[config.mk]
export PLATFORM = sky130hd
export DESIGN_NAME = pwm_period_duty_meter_core_flat
export DESIGN_NICKNAME = d
export VERILOG_FILES = /design/src/rtl/core/pwmpd_pkg.sv /design/src/rtl/core/pwmpd_in_if.sv /design/src/rtl/core/pwmpd_out_if.sv /design/src/rtl/core/pwmpd_div.sv /design/src/rtl/core/pwmpd_dp.sv /design/src/rtl/core/pwmpd_ctrl.sv /design/src/rtl/core/pwm_period_duty_meter_core.sv /design/src/flat_wrapper.sv
export VERILOG_INCLUDE_DIRS = /design/src /design/src/rtl/core
export SDC_FILE = /design/constraint.sdc
export NUM_CORES = 1
export LEC_CHECK = 0
export BUFFER_PORTS_ARGS = -buffer_cell sky130_fd_sc_hd__buf_2
export CAP_MARGIN = 20
export CELL_PAD_IN_SITES_DETAIL_PLACEMENT = 1
export CELL_PAD_IN_SITES_GLOBAL_PLACEMENT = 2
export CORE_MARGIN = 3
export CORE_UTILIZATION = 42
export CTS_BUF_LIST = sky130_fd_sc_hd__clkbuf_16
export DETAILED_ROUTE_END_ITERATION = 8
export PLACE_DENSITY = 0.92
export SLEW_MARGIN = 10
export SYNTH_ARGS = -nofsm -noshare
export SYNTH_HDL_FRONTEND = slang
export SYNTH_SLANG_ARGS = --single-unit
[constraint.sdc]
create_clock -name clk -period 17.63 [get_ports clk]
set_input_delay 0.8815 -clock clk [delete_from_list [all_inputs] [get_ports clk]]
set_output_delay 0.8815 -clock clk [all_outputs]
set_load 0.02 [all_outputs]
[src/rtl/core/assert_macros.svh]
// ----------------------------------------------------------------------------
// assert_macros.svh
// Concurrent assertion shorthands, sampled on clk, off while rst_n is low.
// ----------------------------------------------------------------------------
`ifndef ASSERT_MACROS_SVH
`define ASSERT_MACROS_SVH

// Property must hold at every rising clk edge outside reset.
`define ASSERT_CLK(lbl, prop, msg) \
  lbl: assert property (@(posedge clk) disable iff (!rst_n) (prop)) else $error(msg);

// Condition must never be seen at a rising clk edge outside reset.
`define ASSERT_NEVER(lbl, cond, msg) \
  `ASSERT_CLK(lbl, !(cond), msg)

`endif

[src/rtl/core/pwmpd_pkg.sv]
// ----------------------------------------------------------------------------
// pwmpd_pkg
// Widths, constants and controller/datapath link types of the PWM meter.
// ----------------------------------------------------------------------------
package pwmpd_pkg;

  localparam int unsigned TICKS_W         = 32;
  localparam int unsigned PERIOD_W        = 33;
  localparam int unsigned DUTY_W          = 7;
  localparam int unsigned RATE_W          = 27;
  localparam int unsigned COUNT_W_DEFAULT = 32;
  localparam int unsigned EXT_W           = 64;
  localparam int unsigned DUTY_SCALE      = 100;

  localparam logic [RATE_W-1:0] RATE_RESET = RATE_W'(1000000);

  // Shared restoring divider: period divides 100 * high ticks or the rate.
  localparam int unsigned DIV_NUM_W = TICKS_W + DUTY_W;
  localparam int unsigned DIV_DEN_W = PERIOD_W;
  localparam int unsigned DIV_CNT_W = $clog2(DIV_NUM_W + 1);

  localparam logic [DIV_CNT_W-1:0] DUTY_DIV_STEPS = DIV_CNT_W'(DIV_NUM_W);
  localparam logic [DIV_CNT_W-1:0] FREQ_DIV_STEPS = DIV_CNT_W'(RATE_W);

  typedef enum logic [2:0] {
    ACT_NONE,
    ACT_COUNT,
    ACT_START,
    ACT_HIGH,
    ACT_LOW
  } act_t;

  typedef enum logic {
    DIV_DUTY,
    DIV_FREQ
  } div_sel_t;

  typedef struct packed {
    act_t     act;
    logic     div_go;
    div_sel_t div_sel;
    logic     load_out;
  } dp_cmd_t;

  typedef struct packed {
    logic rising;
    logic falling;
    logic div_done;
  } dp_sts_t;

endpackage

[src/rtl/core/pwmpd_in_if.sv]
// ----------------------------------------------------------------------------
// pwmpd_in_if
// Tick sample channel: valid/ready with the sampled pin level.
// ----------------------------------------------------------------------------
interface pwmpd_in_if ();
  logic valid;
  logic ready;
  logic pin_level;

  modport source (output valid, output pin_level, input ready);
  modport sink   (input valid, input pin_level, output ready);
endinterface

[src/rtl/core/pwmpd_out_if.sv]
// ----------------------------------------------------------------------------
// pwmpd_out_if
// Measurement result channel: valid/ready with one period's figures.
// ----------------------------------------------------------------------------
interface pwmpd_out_if import pwmpd_pkg::*; ();
  logic                valid;
  logic                ready;
  logic [TICKS_W-1:0]  high_ticks;
  logic [TICKS_W-1:0]  low_ticks;
  logic [PERIOD_W-1:0] period_ticks;
  logic [DUTY_W-1:0]   duty_percent;
  logic [RATE_W-1:0]   frequency_hz;
  logic                saturated;

  modport source (output valid, output high_ticks, output low_ticks, output period_ticks,
                  output duty_percent, output frequency_hz, output saturated,
                  input ready);
  modport sink   (input valid, input high_ticks, input low_ticks, input period_ticks,
                  input duty_percent, input frequency_hz, input saturated,
                  output ready);
endinterface

[src/rtl/core/pwmpd_div.sv]
// ----------------------------------------------------------------------------
// pwmpd_div
// Restoring divider, one quotient bit per cycle. The dividend is loaded
// left-aligned; steps gives the number of dividend bits to process.
// ----------------------------------------------------------------------------
module pwmpd_div import pwmpd_pkg::*; (
  input  logic                 clk,
  input  logic                 rst_n,
  input  logic                 start,
  input  logic [DIV_NUM_W-1:0] num,
  input  logic [DIV_DEN_W-1:0] den,
  input  logic [DIV_CNT_W-1:0] steps,
  output logic [DIV_NUM_W-1:0] quo,
  output logic                 done
);

  logic                 busy_r, busy_nxt;
  logic                 done_r, done_nxt;
  logic [DIV_CNT_W-1:0] cnt_r, cnt_nxt;
  logic [DIV_NUM_W-1:0] num_r, num_nxt;
  logic [DIV_NUM_W-1:0] quo_r, quo_nxt;
  logic [DIV_DEN_W-1:0] den_r, den_nxt;
  logic [DIV_DEN_W-1:0] rem_r, rem_nxt;
  logic [DIV_DEN_W:0]   trial;
  logic [DIV_DEN_W:0]   diff;
  logic                 ge;

  always_comb begin
    trial = {rem_r, num_r[DIV_NUM_W-1]};
    diff  = trial - {1'b0, den_r};
    ge    = (trial >= {1'b0, den_r});

    busy_nxt = busy_r;
    done_nxt = 1'b0;
    cnt_nxt  = cnt_r;
    num_nxt  = num_r;
    quo_nxt  = quo_r;
    den_nxt  = den_r;
    rem_nxt  = rem_r;

    if (start) begin
      busy_nxt = 1'b1;
      cnt_nxt  = steps;
      num_nxt  = num;
      den_nxt  = den;
      quo_nxt  = '0;
      rem_nxt  = '0;
    end else if (busy_r) begin
      num_nxt = {num_r[DIV_NUM_W-2:0], 1'b0};
      quo_nxt = {quo_r[DIV_NUM_W-2:0], ge};
      rem_nxt = ge ? diff[DIV_DEN_W-1:0] : trial[DIV_DEN_W-1:0];
      cnt_nxt = cnt_r - DIV_CNT_W'(1);
      if (cnt_r == DIV_CNT_W'(1)) begin
        busy_nxt = 1'b0;
        done_nxt = 1'b1;
      end
    end
  end

  always_ff @(posedge clk) begin
    if (!rst_n) begin
      busy_r <= 1'b0;
      done_r <= 1'b0;
      cnt_r  <= '0;
    end else begin
      busy_r <= busy_nxt;
      done_r <= done_nxt;
      cnt_r  <= cnt_nxt;
    end
  end

  always_ff @(posedge clk) begin
    num_r <= num_nxt;
    quo_r <= quo_nxt;
    den_r <= den_nxt;
    rem_r <= rem_nxt;
  end

  assign quo  = quo_r;
  assign done = done_r;

endmodule

[src/rtl/core/pwmpd_dp.sv]
// ----------------------------------------------------------------------------
// pwmpd_dp
// Datapath: edge detect, saturating phase counter, captures, result
// operands, shared divider and the output register.
// ----------------------------------------------------------------------------
module pwmpd_dp import pwmpd_pkg::*; #(
  parameter int unsigned COUNT_WIDTH = COUNT_W_DEFAULT
) (
  input  logic                clk,
  input  logic                rst_n,
  input  logic                cfg_wr_en,
  input  logic [RATE_W-1:0]   cfg_wr_data,
  input  logic                in_level,
  input  dp_cmd_t             cmd,
  output dp_sts_t             sts,
  output logic [TICKS_W-1:0]  out_high,
  output logic [TICKS_W-1:0]  out_low,
  output logic [PERIOD_W-1:0] out_period,
  output logic [DUTY_W-1:0]   out_duty,
  output logic [RATE_W-1:0]   out_freq,
  output logic                out_sat
);

  logic [RATE_W-1:0]      rate_r;
  logic                   prev_r, prev_nxt;
  logic [COUNT_WIDTH-1:0] cnt_r, cnt_nxt;
  logic [COUNT_WIDTH-1:0] hcap_r, hcap_nxt;
  logic                   hsat_r, hsat_nxt;

  logic [TICKS_W-1:0]     res_high_r, res_low_r;
  logic [PERIOD_W-1:0]    res_period_r;
  logic [DIV_NUM_W-1:0]   res_dnum_r;
  logic                   res_sat_r;
  logic [DUTY_W-1:0]      res_duty_r;
  logic [RATE_W-1:0]      res_freq_r;

  logic                   cnt_sat;
  logic [EXT_W-1:0]       cnt_ext, hcap_ext;
  logic                   hi_ovf, lo_ovf;
  logic [TICKS_W-1:0]     hi32, lo32;
  logic                   period_zero;

  logic                   div_done;
  logic [DIV_NUM_W-1:0]   div_quo;
  logic [DIV_NUM_W-1:0]   div_num;
  logic [DIV_CNT_W-1:0]   div_steps;

  assign cnt_sat  = &cnt_r;
  assign cnt_ext  = {{(EXT_W-COUNT_WIDTH){1'b0}}, cnt_r};
  assign hcap_ext = {{(EXT_W-COUNT_WIDTH){1'b0}}, hcap_r};
  assign hi_ovf   = |hcap_ext[EXT_W-1:TICKS_W];
  assign lo_ovf   = |cnt_ext[EXT_W-1:TICKS_W];
  assign hi32     = hi_ovf ? '1 : hcap_ext[TICKS_W-1:0];
  assign lo32     = lo_ovf ? '1 : cnt_ext[TICKS_W-1:0];
  assign period_zero = (res_period_r == '0);

  assign sts.rising   = in_level & ~prev_r;
  assign sts.falling  = ~in_level & prev_r;
  assign sts.div_done = div_done;

  always_comb begin
    prev_nxt = prev_r;
    cnt_nxt  = cnt_r;
    hcap_nxt = hcap_r;
    hsat_nxt = hsat_r;
    if (cmd.act != ACT_NONE) begin
      prev_nxt = in_level;
    end
    case (cmd.act)
      ACT_COUNT: begin
        if (!cnt_sat) begin
          cnt_nxt = cnt_r + COUNT_WIDTH'(1);
        end
      end
      ACT_START: begin
        cnt_nxt  = COUNT_WIDTH'(1);
        hsat_nxt = 1'b0;
      end
      ACT_HIGH: begin
        hcap_nxt = cnt_r;
        hsat_nxt = cnt_sat;
        cnt_nxt  = COUNT_WIDTH'(1);
      end
      ACT_LOW: begin
        cnt_nxt = COUNT_WIDTH'(1);
      end
      default: begin
      end
    endcase
  end

  always_ff @(posedge clk) begin
    if (!rst_n) begin
      rate_r <= RATE_RESET;
      prev_r <= 1'b0;
      cnt_r  <= '0;
      hcap_r <= '0;
      hsat_r <= 1'b0;
    end else begin
      if (cfg_wr_en) begin
        rate_r <= cfg_wr_data;
      end
      prev_r <= prev_nxt;
      cnt_r  <= cnt_nxt;
      hcap_r <= hcap_nxt;
      hsat_r <= hsat_nxt;
    end
  end

  // result operands, latched on the rising edge that closes a period
  always_ff @(posedge clk) begin
    if (cmd.act == ACT_LOW) begin
      res_high_r   <= hi32;
      res_low_r    <= lo32;
      res_period_r <= {1'b0, hi32} + {1'b0, lo32};
      res_dnum_r   <= {{DUTY_W{1'b0}}, hi32} * DIV_NUM_W'(DUTY_SCALE);
      res_sat_r    <= hsat_r | cnt_sat | hi_ovf | lo_ovf;
    end
    if (div_done && cmd.div_sel == DIV_DUTY) begin
      res_duty_r <= period_zero ? '0 : div_quo[DUTY_W-1:0];
    end
    if (div_done && cmd.div_sel == DIV_FREQ) begin
      res_freq_r <= period_zero ? '0 : div_quo[RATE_W-1:0];
    end
    if (cmd.load_out) begin
      out_high   <= res_high_r;
      out_low    <= res_low_r;
      out_period <= res_period_r;
      out_duty   <= res_duty_r;
      out_freq   <= res_freq_r;
      out_sat    <= res_sat_r;
    end
  end

  assign div_num   = (cmd.div_sel == DIV_DUTY) ? res_dnum_r
                   : {rate_r, {(DIV_NUM_W-RATE_W){1'b0}}};
  assign div_steps = (cmd.div_sel == DIV_DUTY) ? DUTY_DIV_STEPS : FREQ_DIV_STEPS;

  pwmpd_div u_div (
    .clk   (clk),
    .rst_n (rst_n),
    .start (cmd.div_go),
    .num   (div_num),
    .den   (res_period_r),
    .steps (div_steps),
    .quo   (div_quo),
    .done  (div_done)
  );

endmodule

[src/rtl/core/pwmpd_ctrl.sv]
// ----------------------------------------------------------------------------
// pwmpd_ctrl
// Controller: measurement phase, divider sequencing and result handoff.
// ----------------------------------------------------------------------------
module pwmpd_ctrl import pwmpd_pkg::*; (
  input  logic    clk,
  input  logic    rst_n,
  input  logic    in_valid,
  output logic    in_ready,
  input  logic    out_ready,
  output logic    out_valid,
  output dp_cmd_t cmd,
  input  dp_sts_t sts
);

  `include "assert_macros.svh"

  typedef enum logic [2:0] {
    S_WAIT,
    S_HIGH,
    S_LOW,
    S_DUTY_GO,
    S_DUTY_RUN,
    S_FREQ_GO,
    S_FREQ_RUN,
    S_LOAD
  } state_t;

  state_t state_r, state_nxt;
  logic   out_valid_r, out_valid_nxt;
  logic   accept;

  assign in_ready = (state_r == S_WAIT) || (state_r == S_HIGH) || (state_r == S_LOW);
  assign accept   = in_valid && in_ready;

  always_comb begin
    state_nxt    = state_r;
    cmd.act      = ACT_NONE;
    cmd.div_go   = 1'b0;
    cmd.div_sel  = DIV_DUTY;
    cmd.load_out = 1'b0;
    case (state_r)
      S_WAIT: begin
        if (accept) begin
          if (sts.rising) begin
            cmd.act   = ACT_START;
            state_nxt = S_HIGH;
          end else begin
            cmd.act = ACT_COUNT;
          end
        end
      end
      S_HIGH: begin
        if (accept) begin
          if (sts.falling) begin
            cmd.act   = ACT_HIGH;
            state_nxt = S_LOW;
          end else begin
            cmd.act = ACT_COUNT;
          end
        end
      end
      S_LOW: begin
        if (accept) begin
          if (sts.rising) begin
            cmd.act   = ACT_LOW;
            state_nxt = S_DUTY_GO;
          end else begin
            cmd.act = ACT_COUNT;
          end
        end
      end
      S_DUTY_GO: begin
        cmd.div_go = 1'b1;
        state_nxt  = S_DUTY_RUN;
      end
      S_DUTY_RUN: begin
        if (sts.div_done) begin
          state_nxt = S_FREQ_GO;
        end
      end
      S_FREQ_GO: begin
        cmd.div_go  = 1'b1;
        cmd.div_sel = DIV_FREQ;
        state_nxt   = S_FREQ_RUN;
      end
      S_FREQ_RUN: begin
        cmd.div_sel = DIV_FREQ;
        if (sts.div_done) begin
          state_nxt = S_LOAD;
        end
      end
      S_LOAD: begin
        if (!out_valid_r || out_ready) begin
          cmd.load_out = 1'b1;
          state_nxt    = S_HIGH;
        end
      end
      default: begin
        state_nxt = S_WAIT;
      end
    endcase

    out_valid_nxt = out_valid_r && !out_ready;
    if (cmd.load_out) begin
      out_valid_nxt = 1'b1;
    end
  end

  always_ff @(posedge clk) begin
    if (!rst_n) begin
      state_r     <= S_WAIT;
      out_valid_r <= 1'b0;
    end else begin
      state_r     <= state_nxt;
      out_valid_r <= out_valid_nxt;
    end
  end

  assign out_valid = out_valid_r;

  `ASSERT_CLK(a_close_stalls_input,
    (accept && state_r == S_LOW && sts.rising) |=> !in_ready,
    "period close did not stall the tick input")
  `ASSERT_CLK(a_done_in_run,
    sts.div_done |-> (state_r == S_DUTY_RUN || state_r == S_FREQ_RUN),
    "divider finished outside a run state")
  `ASSERT_NEVER(a_no_overwrite,
    cmd.load_out && out_valid_r && !out_ready,
    "pending result overwritten")
  `ASSERT_CLK(a_load_shows,
    cmd.load_out |=> out_valid_r,
    "loaded result not presented")

endmodule

[src/rtl/core/pwm_period_duty_meter_core.sv]
// ----------------------------------------------------------------------------
// pwm_period_duty_meter_core
// PWM meter: high, low and period ticks, duty percent and frequency.
// ----------------------------------------------------------------------------
// in_ch carries one timer tick per transaction with the sampled pin level.
// out_ch carries one transaction per measured period, issued after the rising
// edge that closes it. cfg_wr_en/cfg_wr_data write the tick rate in Hz; write
// it only while no period result is being computed.
// Ordinary ticks are taken one per cycle. The tick that closes a period
// starts two serial divisions on one restoring divider (39 steps for duty,
// 27 for frequency); in_ready stays low until the result sits in the output
// register. The output register lets ticks flow while a result waits; a
// second result waits inside the block, holding in_ready low, until out_ch
// takes the first.
// Reset: tick rate 1000000, phase waiting for the first rising edge, level
// history and counters cleared, no result pending.
// ----------------------------------------------------------------------------
module pwm_period_duty_meter_core import pwmpd_pkg::*; #(
  parameter int unsigned COUNT_WIDTH = COUNT_W_DEFAULT
) (
  input  logic              clk,
  input  logic              rst_n,
  input  logic              cfg_wr_en,
  input  logic [RATE_W-1:0] cfg_wr_data,
  pwmpd_in_if.sink          in_ch,
  pwmpd_out_if.source       out_ch
);

  dp_cmd_t cmd;
  dp_sts_t sts;

  pwmpd_ctrl u_ctrl (
    .clk       (clk),
    .rst_n     (rst_n),
    .in_valid  (in_ch.valid),
    .in_ready  (in_ch.ready),
    .out_ready (out_ch.ready),
    .out_valid (out_ch.valid),
    .cmd       (cmd),
    .sts       (sts)
  );

  pwmpd_dp #(
    .COUNT_WIDTH (COUNT_WIDTH)
  ) u_dp (
    .clk         (clk),
    .rst_n       (rst_n),
    .cfg_wr_en   (cfg_wr_en),
    .cfg_wr_data (cfg_wr_data),
    .in_level    (in_ch.pin_level),
    .cmd         (cmd),
    .sts         (sts),
    .out_high    (out_ch.high_ticks),
    .out_low     (out_ch.low_ticks),
    .out_period  (out_ch.period_ticks),
    .out_duty    (out_ch.duty_percent),
    .out_freq    (out_ch.frequency_hz),
    .out_sat     (out_ch.saturated)
  );

endmodule

[src/flat_wrapper.sv]
// flat-port wrapper written by rule: the top's interface ports become plain ports
module pwm_period_duty_meter_core_flat import pwmpd_pkg::*;
#(
  parameter int unsigned COUNT_WIDTH = COUNT_W_DEFAULT
)
  (clk, rst_n, cfg_wr_en, cfg_wr_data, in_ch_valid, in_ch_pin_level, in_ch_ready, out_ch_valid, out_ch_high_ticks, out_ch_low_ticks, out_ch_period_ticks, out_ch_duty_percent, out_ch_frequency_hz, out_ch_saturated, out_ch_ready);
  pwmpd_in_if in_ch_i ();
  pwmpd_out_if out_ch_i ();
  input  logic clk;
  input  logic rst_n;
  input  logic cfg_wr_en;
  input  logic [RATE_W-1:0] cfg_wr_data;
  input wire logic [$bits(in_ch_i.valid)-1:0] in_ch_valid;
  input wire logic [$bits(in_ch_i.pin_level)-1:0] in_ch_pin_level;
  output wire logic [$bits(in_ch_i.ready)-1:0] in_ch_ready;
  output wire logic [$bits(out_ch_i.valid)-1:0] out_ch_valid;
  output wire logic [$bits(out_ch_i.high_ticks)-1:0] out_ch_high_ticks;
  output wire logic [$bits(out_ch_i.low_ticks)-1:0] out_ch_low_ticks;
  output wire logic [$bits(out_ch_i.period_ticks)-1:0] out_ch_period_ticks;
  output wire logic [$bits(out_ch_i.duty_percent)-1:0] out_ch_duty_percent;
  output wire logic [$bits(out_ch_i.frequency_hz)-1:0] out_ch_frequency_hz;
  output wire logic [$bits(out_ch_i.saturated)-1:0] out_ch_saturated;
  input wire logic [$bits(out_ch_i.ready)-1:0] out_ch_ready;
  assign in_ch_i.valid = in_ch_valid;
  assign in_ch_i.pin_level = in_ch_pin_level;
  assign in_ch_ready = in_ch_i.ready;
  assign out_ch_valid = out_ch_i.valid;
  assign out_ch_high_ticks = out_ch_i.high_ticks;
  assign out_ch_low_ticks = out_ch_i.low_ticks;
  assign out_ch_period_ticks = out_ch_i.period_ticks;
  assign out_ch_duty_percent = out_ch_i.duty_percent;
  assign out_ch_frequency_hz = out_ch_i.frequency_hz;
  assign out_ch_saturated = out_ch_i.saturated;
  assign out_ch_i.ready = out_ch_ready;
  pwm_period_duty_meter_core #(.COUNT_WIDTH(COUNT_WIDTH)) u_core (.clk(clk), .rst_n(rst_n), .cfg_wr_en(cfg_wr_en), .cfg_wr_data(cfg_wr_data), .in_ch(in_ch_i), .out_ch(out_ch_i));
endmodule
; ---- Word level (Yosys, flattened, before mapping)
; Cells that the tools add are included.
[totals]
word_cells = 121
mem_bits_ro = 0
latch_bits = 0
output_inout_bits = 134
reg_bits = 538
ramBits = 0
in_bits = 33
n_memories = 0
[classes]
n_addsub = 4
n_mux = 36
n_bitwise = 8
n_eq_ne = 22
order_cmp = 1
n_div = 0
multipliers = 1
n_reduce_logical = 22
n_shift = 0
[op_table]
columns = op, count
row1 = $mux W39, 3
row2 = $pmux W32 S2, 1
row3 = $mul A32 B5 Y37 const B, 1
row4 = $mux W3, 12
row5 = $ge A34 B33 Y1, 1
row6 = $add A32 B32 Y33, 1
row7 = $logic_not A33 Y1, 1
row8 = $mux W33, 1
row9 = $sub A33 B33 Y33, 1
row10 = $add A32 B1 Y32 const B, 1
row11 = $mux W32, 1
row12 = $reduce_and A32 Y1, 1
row13 = $pmux W3 S8, 1
row14 = $mux W6, 3
row15 = $eq A3 B3 Y1 const B, 5
row16 = $ne A2 B2 Y1 const B, 7
row17 = $eq A3 B2 Y1 const B, 4
row18 = $mux W1, 9
row19 = $pmux W3 S3, 1
row20 = $reduce_and A9 Y1, 1
row21 = $eq A3 B1 Y1 const B, 2
row22 = $eq A6 B1 Y1 const B, 1
row23 = $mux W2, 3
row24 = $ne A2 B1 Y1 const B, 3
row25 = 14 further kinds, 29

; ---- Logic depth before layout (Yosys ltp)
[logic_depth]
ltp_word = 10
mapped_depth = 17
depth_no_buf = 16

; ---- Modules after synthesis
; Synthesis repeated with hierarchy kept, for this count alone.
[hier_totals]
cells_unflattened = 2327
hier_area_um2 = 26854.5
[by_module_without_submodules]
columns = mod, instances, area_each_um2, seq_area_each_um2, cells_per_inst
row1 = pwmpd_dp, 1, 18692.9, 10810.4, 1518
row2 = pwmpd_div, 1, 7830.0, 3763.6, 770
row3 = pwmpd_ctrl, 1, 331.6, 80.1, 39

; ---- Worst setup path after synthesis
; No wires, ideal clock.
[synth_timing]
path_kind = input port to flip-flop
start = input in_ch_pin_level
end = register u_core.u_dp.cnt_r[20]
setup_time_ns = 0.128
cell_stages = 11
t_required_ns = 17.502
path_buffers = 1
t_arrival_ns = 12.702
setup_slack_ns = 4.800
path_cell_list = nand2b_1 -> nand2b_1 -> nor3_1 -> nor2_1 -> and2_1 -> a211oi_1 -> and3_1 -> buf_2 -> nand4_1 -> xor2_1 -> nor2_1
[synth_via]
elab_chain_len = 9
word_cells_on_any_way = 19
cone_classes = eq/ne: 5 / mux: 8 / bitwise: 3 / reduce/logical: 3
[synth_rtl]
columns = item, line_no
row1 = start: declaration, flat_wrapper.sv:14  ; input wire logic [$bits(in_ch_i.pin_level)-1:0] in_ch_pin_level;
row2 = $not A1 Y1, pwmpd_dp.sv:58  ; assign sts.falling = ~in_level & prev_r;
row3 = $and A1 B1 Y1, pwmpd_dp.sv:58
row4 = $mux W2, pwmpd_ctrl.sv:55  ; if (sts.falling) begin
row5 = $mux W2, pwmpd_ctrl.sv:54  ; if (accept) begin
row6 = $pmux W3 S3 (*), pwmpd_ctrl.sv:42  ; case (state_r)
row7 = $eq A3 B3 Y1 or $eq A3 B2 Y1 (tied branches), pwmpd_dp.sv:69  ; case (cmd.act)
row8 = $reduce_or A3 Y1 (no line), -
row9 = $reduce_bool A2 Y1 (no line), -
row10 = $reduce_and A2 Y1 (no line), -
row11 = end signal: assignment, pwmpd_dp.sv:104  ; cnt_r <= cnt_nxt;
row12 = end: declaration, pwmpd_dp.sv:26  ; logic [COUNT_WIDTH-1:0] cnt_r, cnt_nxt;
; Every way passes the cells marked *; elsewhere a longest branch is shown, timed or not.
; A chain may end at the register's enable or synchronous reset.

; ---- Worst setup path in the final report
[layout_timing]
start = register u_core.u_dp.hcap_r[5]
end = register u_core.u_dp.res_dnum_r[38], data pin
[layout_via]
elab_chain_len = 1
[layout_rtl]
columns = item, line_no
row1 = start: declaration, pwmpd_dp.sv:27  ; logic [COUNT_WIDTH-1:0] hcap_r, hcap_nxt;
row2 = start signal: assignment, pwmpd_dp.sv:105  ; hcap_r <= hcap_nxt;
row3 = $mul A32 B5 Y37, pwmpd_dp.sv:116  ; res_dnum_r <= {{DUTY_W{1'b0}}, hi32} * DIV_NUM_W'(DUTY_SCALE);
row4 = end signal: assignment, pwmpd_dp.sv:116
row5 = end: declaration, pwmpd_dp.sv:32  ; logic [DIV_NUM_W-1:0] res_dnum_r;
; Every way passes these cells.

==> impl_metrics.yaml <==
status:
  status: "complete, no violations"
flow_run:
  cap_violations: 0
timing:
  whs_ns: 0.4152
  tns_ns: 0
  post-route-period-util: 0.2801
  period_minus_slack_ns: 4.938
  skew_ns: 0.02111
  timing.final.hold_violations: 0
  maxSlewHeadroom: 0.3237
  worstMarginPinSlew_ns: 1.007
  setup_viol: 0
  rsz0062_at_grt: "false"
  fmax_ghz: 0.2025
  slew_viol_final: 0
route:
  drtIter0Drc: 1035
  routed_wl_um: 64760
  routedWlPerCell_um: 20.70
  drtPass1Iterations: 5
  num_vias: 17030
  routed_via_density: 5.441
  ant_nets: 0
  drc: 0
final_layout:
  drive_gt1_frac: 0.1240
  fillers: 6205
  final_nets: 2545
  utilization: 0.4898
  syn2layout_area_growth_pct: 13.92
  fin_cells: 3129
synth:
  avgSynthCellArea_um2: 11.68
  synth_area_um2: 25090
  synthArstFlopShare: 0
  yosysWarnings: 0
  ys.flop_type: "edfxtp_1"
  synth-seq-cells: 533
  synth_top_area_cell: "edfxtp_1"
  yosys-top-cells-count: "edfxtp_1 (368), a21oi_1 (188), inv_1 (180)"
  syn_inst: 2148
  yosysSeqAreaShare: 0.5721
  synth_top_area_share: 0.4405
  synth_edf_count: 368
  netlist-cell-type-count: 73
  syn-num-nets: 2378
  synth.area.top_cells: "edfxtp_1 (44%), dfxtp_1 (13%), ha_1 (8.4%)"
  yosysMostFrequentCell: "edfxtp_1"
cts:
  cts_hold_buf: 0
  worstSkewPairLatency_ns: 0.62
  cts_setup_buffers: 0
  cts_resized: 0
  clock_sinks: 533
  root_buffer: "clkbuf_16"
  cts_buffers: 56
  cts_tree: "done"
  cts-htree-levels: 2
  cts_buffer_depth: 3
  clk_pin_slew_ns: 0.07
die:
  die-area_um2: 62710
  ioPinCount: 167
  die_x_um: 250.4
  num_rows: 88
  fp.dieH_um: 250.4
  coreArea_um2: 58360
  start_util: 0.4299
setup_path:
  cp_data_arrival_time_ns: 5.30
  crit_fanout: 6
  worstPathRequired_ns: 17.99
  path_class: "reg2reg"
  endpoint_kind: "register"
  cp-start-kind: "register"
placed_design:
  place_inst: 3017
  io_buffer_count: 166
  hpwlAfterDp_um: 45560
  place_congestion: 0.8888
global_route:
  antenna_found_initial: 1
  grt_pass1_wl_um: 102100
  grt.total_usage: 0.2034
  grt_pass1_vias: 18250
  grt_max_degree: 100
  grt-ovfl-total: 0
pwr:
  peakVddDrop_v: 0.00008537
  p_per_area_nw_per_um2: 106.4
  power_mw: 3.041
  leakagePower_nw: 11.94
hold_path:
  hp-class: "reg2reg"
[metrics by stage]
stage	cell area [µm²]	setup WS, ns
global route	28580	12.33
detailed placement	26730	12.81
global placement	26700	13.03
floorplan	25090	4.800
finish	28580	12.69
CTS	28490	12.76
[worst paths after layout]
kind                            depth (start not counted)                           startpoint  slack (ns)                              endpoint
worst max register to register                         16   u_core.u_dp.hcap_r[5]$_SDFFE_PN0P_       12.69  u_core.u_dp.res_dnum_r[38]$_DFFE_PN_
worst min register to register                          0  u_core.u_dp.res_low_r[23]$_DFFE_PN_        0.42     u_core.u_dp.out_low[23]$_DFFE_PP_
worst max-delay path                                   16   u_core.u_dp.hcap_r[5]$_SDFFE_PN0P_       12.69  u_core.u_dp.res_dnum_r[38]$_DFFE_PN_
worst min-delay path                                    0  u_core.u_dp.res_low_r[23]$_DFFE_PN_        0.42     u_core.u_dp.out_low[23]$_DFFE_PP_
[report_power, final]
part	total (mW)	switching (mW)	internal (mW)
clock network	1.14	0.508	0.628
logic	0.481	0.279	0.202
registers	1.42	0.0450	1.38
total	3.04	0.832	2.21
[kinds of logic after synthesis]
family,synth area share
AO/OA/AOI/OAI,0.1153
XOR/XNOR,0.03980
adder cells (fa/ha/maj),0.1069
buffers and inverters,0.03995
flip-flops,0.5721
multiplexers,0.03401
AND/OR/NAND/NOR,0.09191
[cell usage in the layout, fill, tap and decap left out, types with 7 or more instances in the layout]
master / synthesis / layout
nor3_1: 18 / 16
a22o_1: 9 / 9
mux2i_1: 83 / 83
a21o_1: 56 / 56
o21ai_0: 82 / 82
o22ai_1: 30 / 30
ha_1: 168 / 168
buf_2: 3 / 166
o31a_1: 7 / 7
dfxtp_1: 165 / 164
nand2b_1: 12 / 12
nand3_1: 33 / 33
and3_1: 13 / 13
nand4_1: 25 / 25
nor2b_1: 42 / 41
or3_1: 9 / 9
nor4_1: 10 / 10
o21bai_1: 12 / 12
clkinv_2: 0 / 7
buf_4: 1 / 16
xnor2_1: 71 / 71
xor2_1: 43 / 43
edfxtp_1: 368 / 368
a31oi_1: 9 / 9
clkbuf_16: 0 / 56
nand2_1: 135 / 134
clkinv_1: 0 / 21
o21a_1: 13 / 13
a211oi_1: 9 / 9
a21oi_1: 188 / 188
and4_1: 7 / 7
inv_1: 180 / 183
o2111ai_1: 8 / 8
nor2_1: 166 / 165
fa_1: 29 / 29
[registers in the layout, summed over array words and instances, names as in the netlist, 27 cells and up]
| name | cells |
|---|---|
| u_core.u_dp.res_low_r | 32 |
| u_core.u_dp.u_div.num_r | 37 |
| u_core.u_dp.u_div.rem_r | 33 |
| u_core.u_dp.hcap_r | 32 |
| u_core.u_dp.rate_r | 27 |
| u_core.u_dp.out_high | 32 |
| u_core.u_dp.out_freq | 27 |
| u_core.u_dp.out_period | 33 |
| u_core.u_dp.u_div.den_r | 33 |
| u_core.u_dp.res_dnum_r | 34 |
| u_core.u_dp.out_low | 32 |
| u_core.u_dp.u_div.quo | 27 |
| u_core.u_dp.cnt_r | 32 |
| u_core.u_dp.res_high_r | 32 |
| u_core.u_dp.res_period_r | 33 |
| u_core.u_dp.res_freq_r | 27 |
[routing by layer]
metal,global-route usage,wire length (µm)
met3,0.02907,2284
met4,0.05769,1583
met1,0.2578,27940
met5,0,0
met2,0.3623,32950
[critical path, cell delays in order (launching register included)]
cell      delay [ns]
dfxtp_1         0.44
ha_1            0.29
ha_1            0.28
inv_1           0.05
fa_1            0.50
inv_1           0.05
ha_1            0.36
a21oi_1         0.31
o221ai_1        0.29
o221ai_1        0.46
o221ai_1        0.31
o21ai_0         0.21
a21boi_0        0.13
o41ai_1         0.52
o21ai_0         0.17
a21oi_1         0.20
xnor2_1         0.10
[layout make-up]
| type | count | area (µm²) | share of cell area |
|---|---|---|---|
| antenna | 1 | 2.502 | 0.00008755 |
| clock buffer | 56 | 1401 | 0.04903 |
| clock inverter | 50 | 364.1 | 0.01274 |
| inverter | 181 | 679.4 | 0.02377 |
| multi-input combinational | 1356 | 9761 | 0.3415 |
| sequential | 533 | 14360 | 0.5023 |
| tap | 765 | 957.2 | 0.03349 |
| timing repair buffer | 187 | 1060 | 0.03708 |
(Power assumes the default switching activity.)
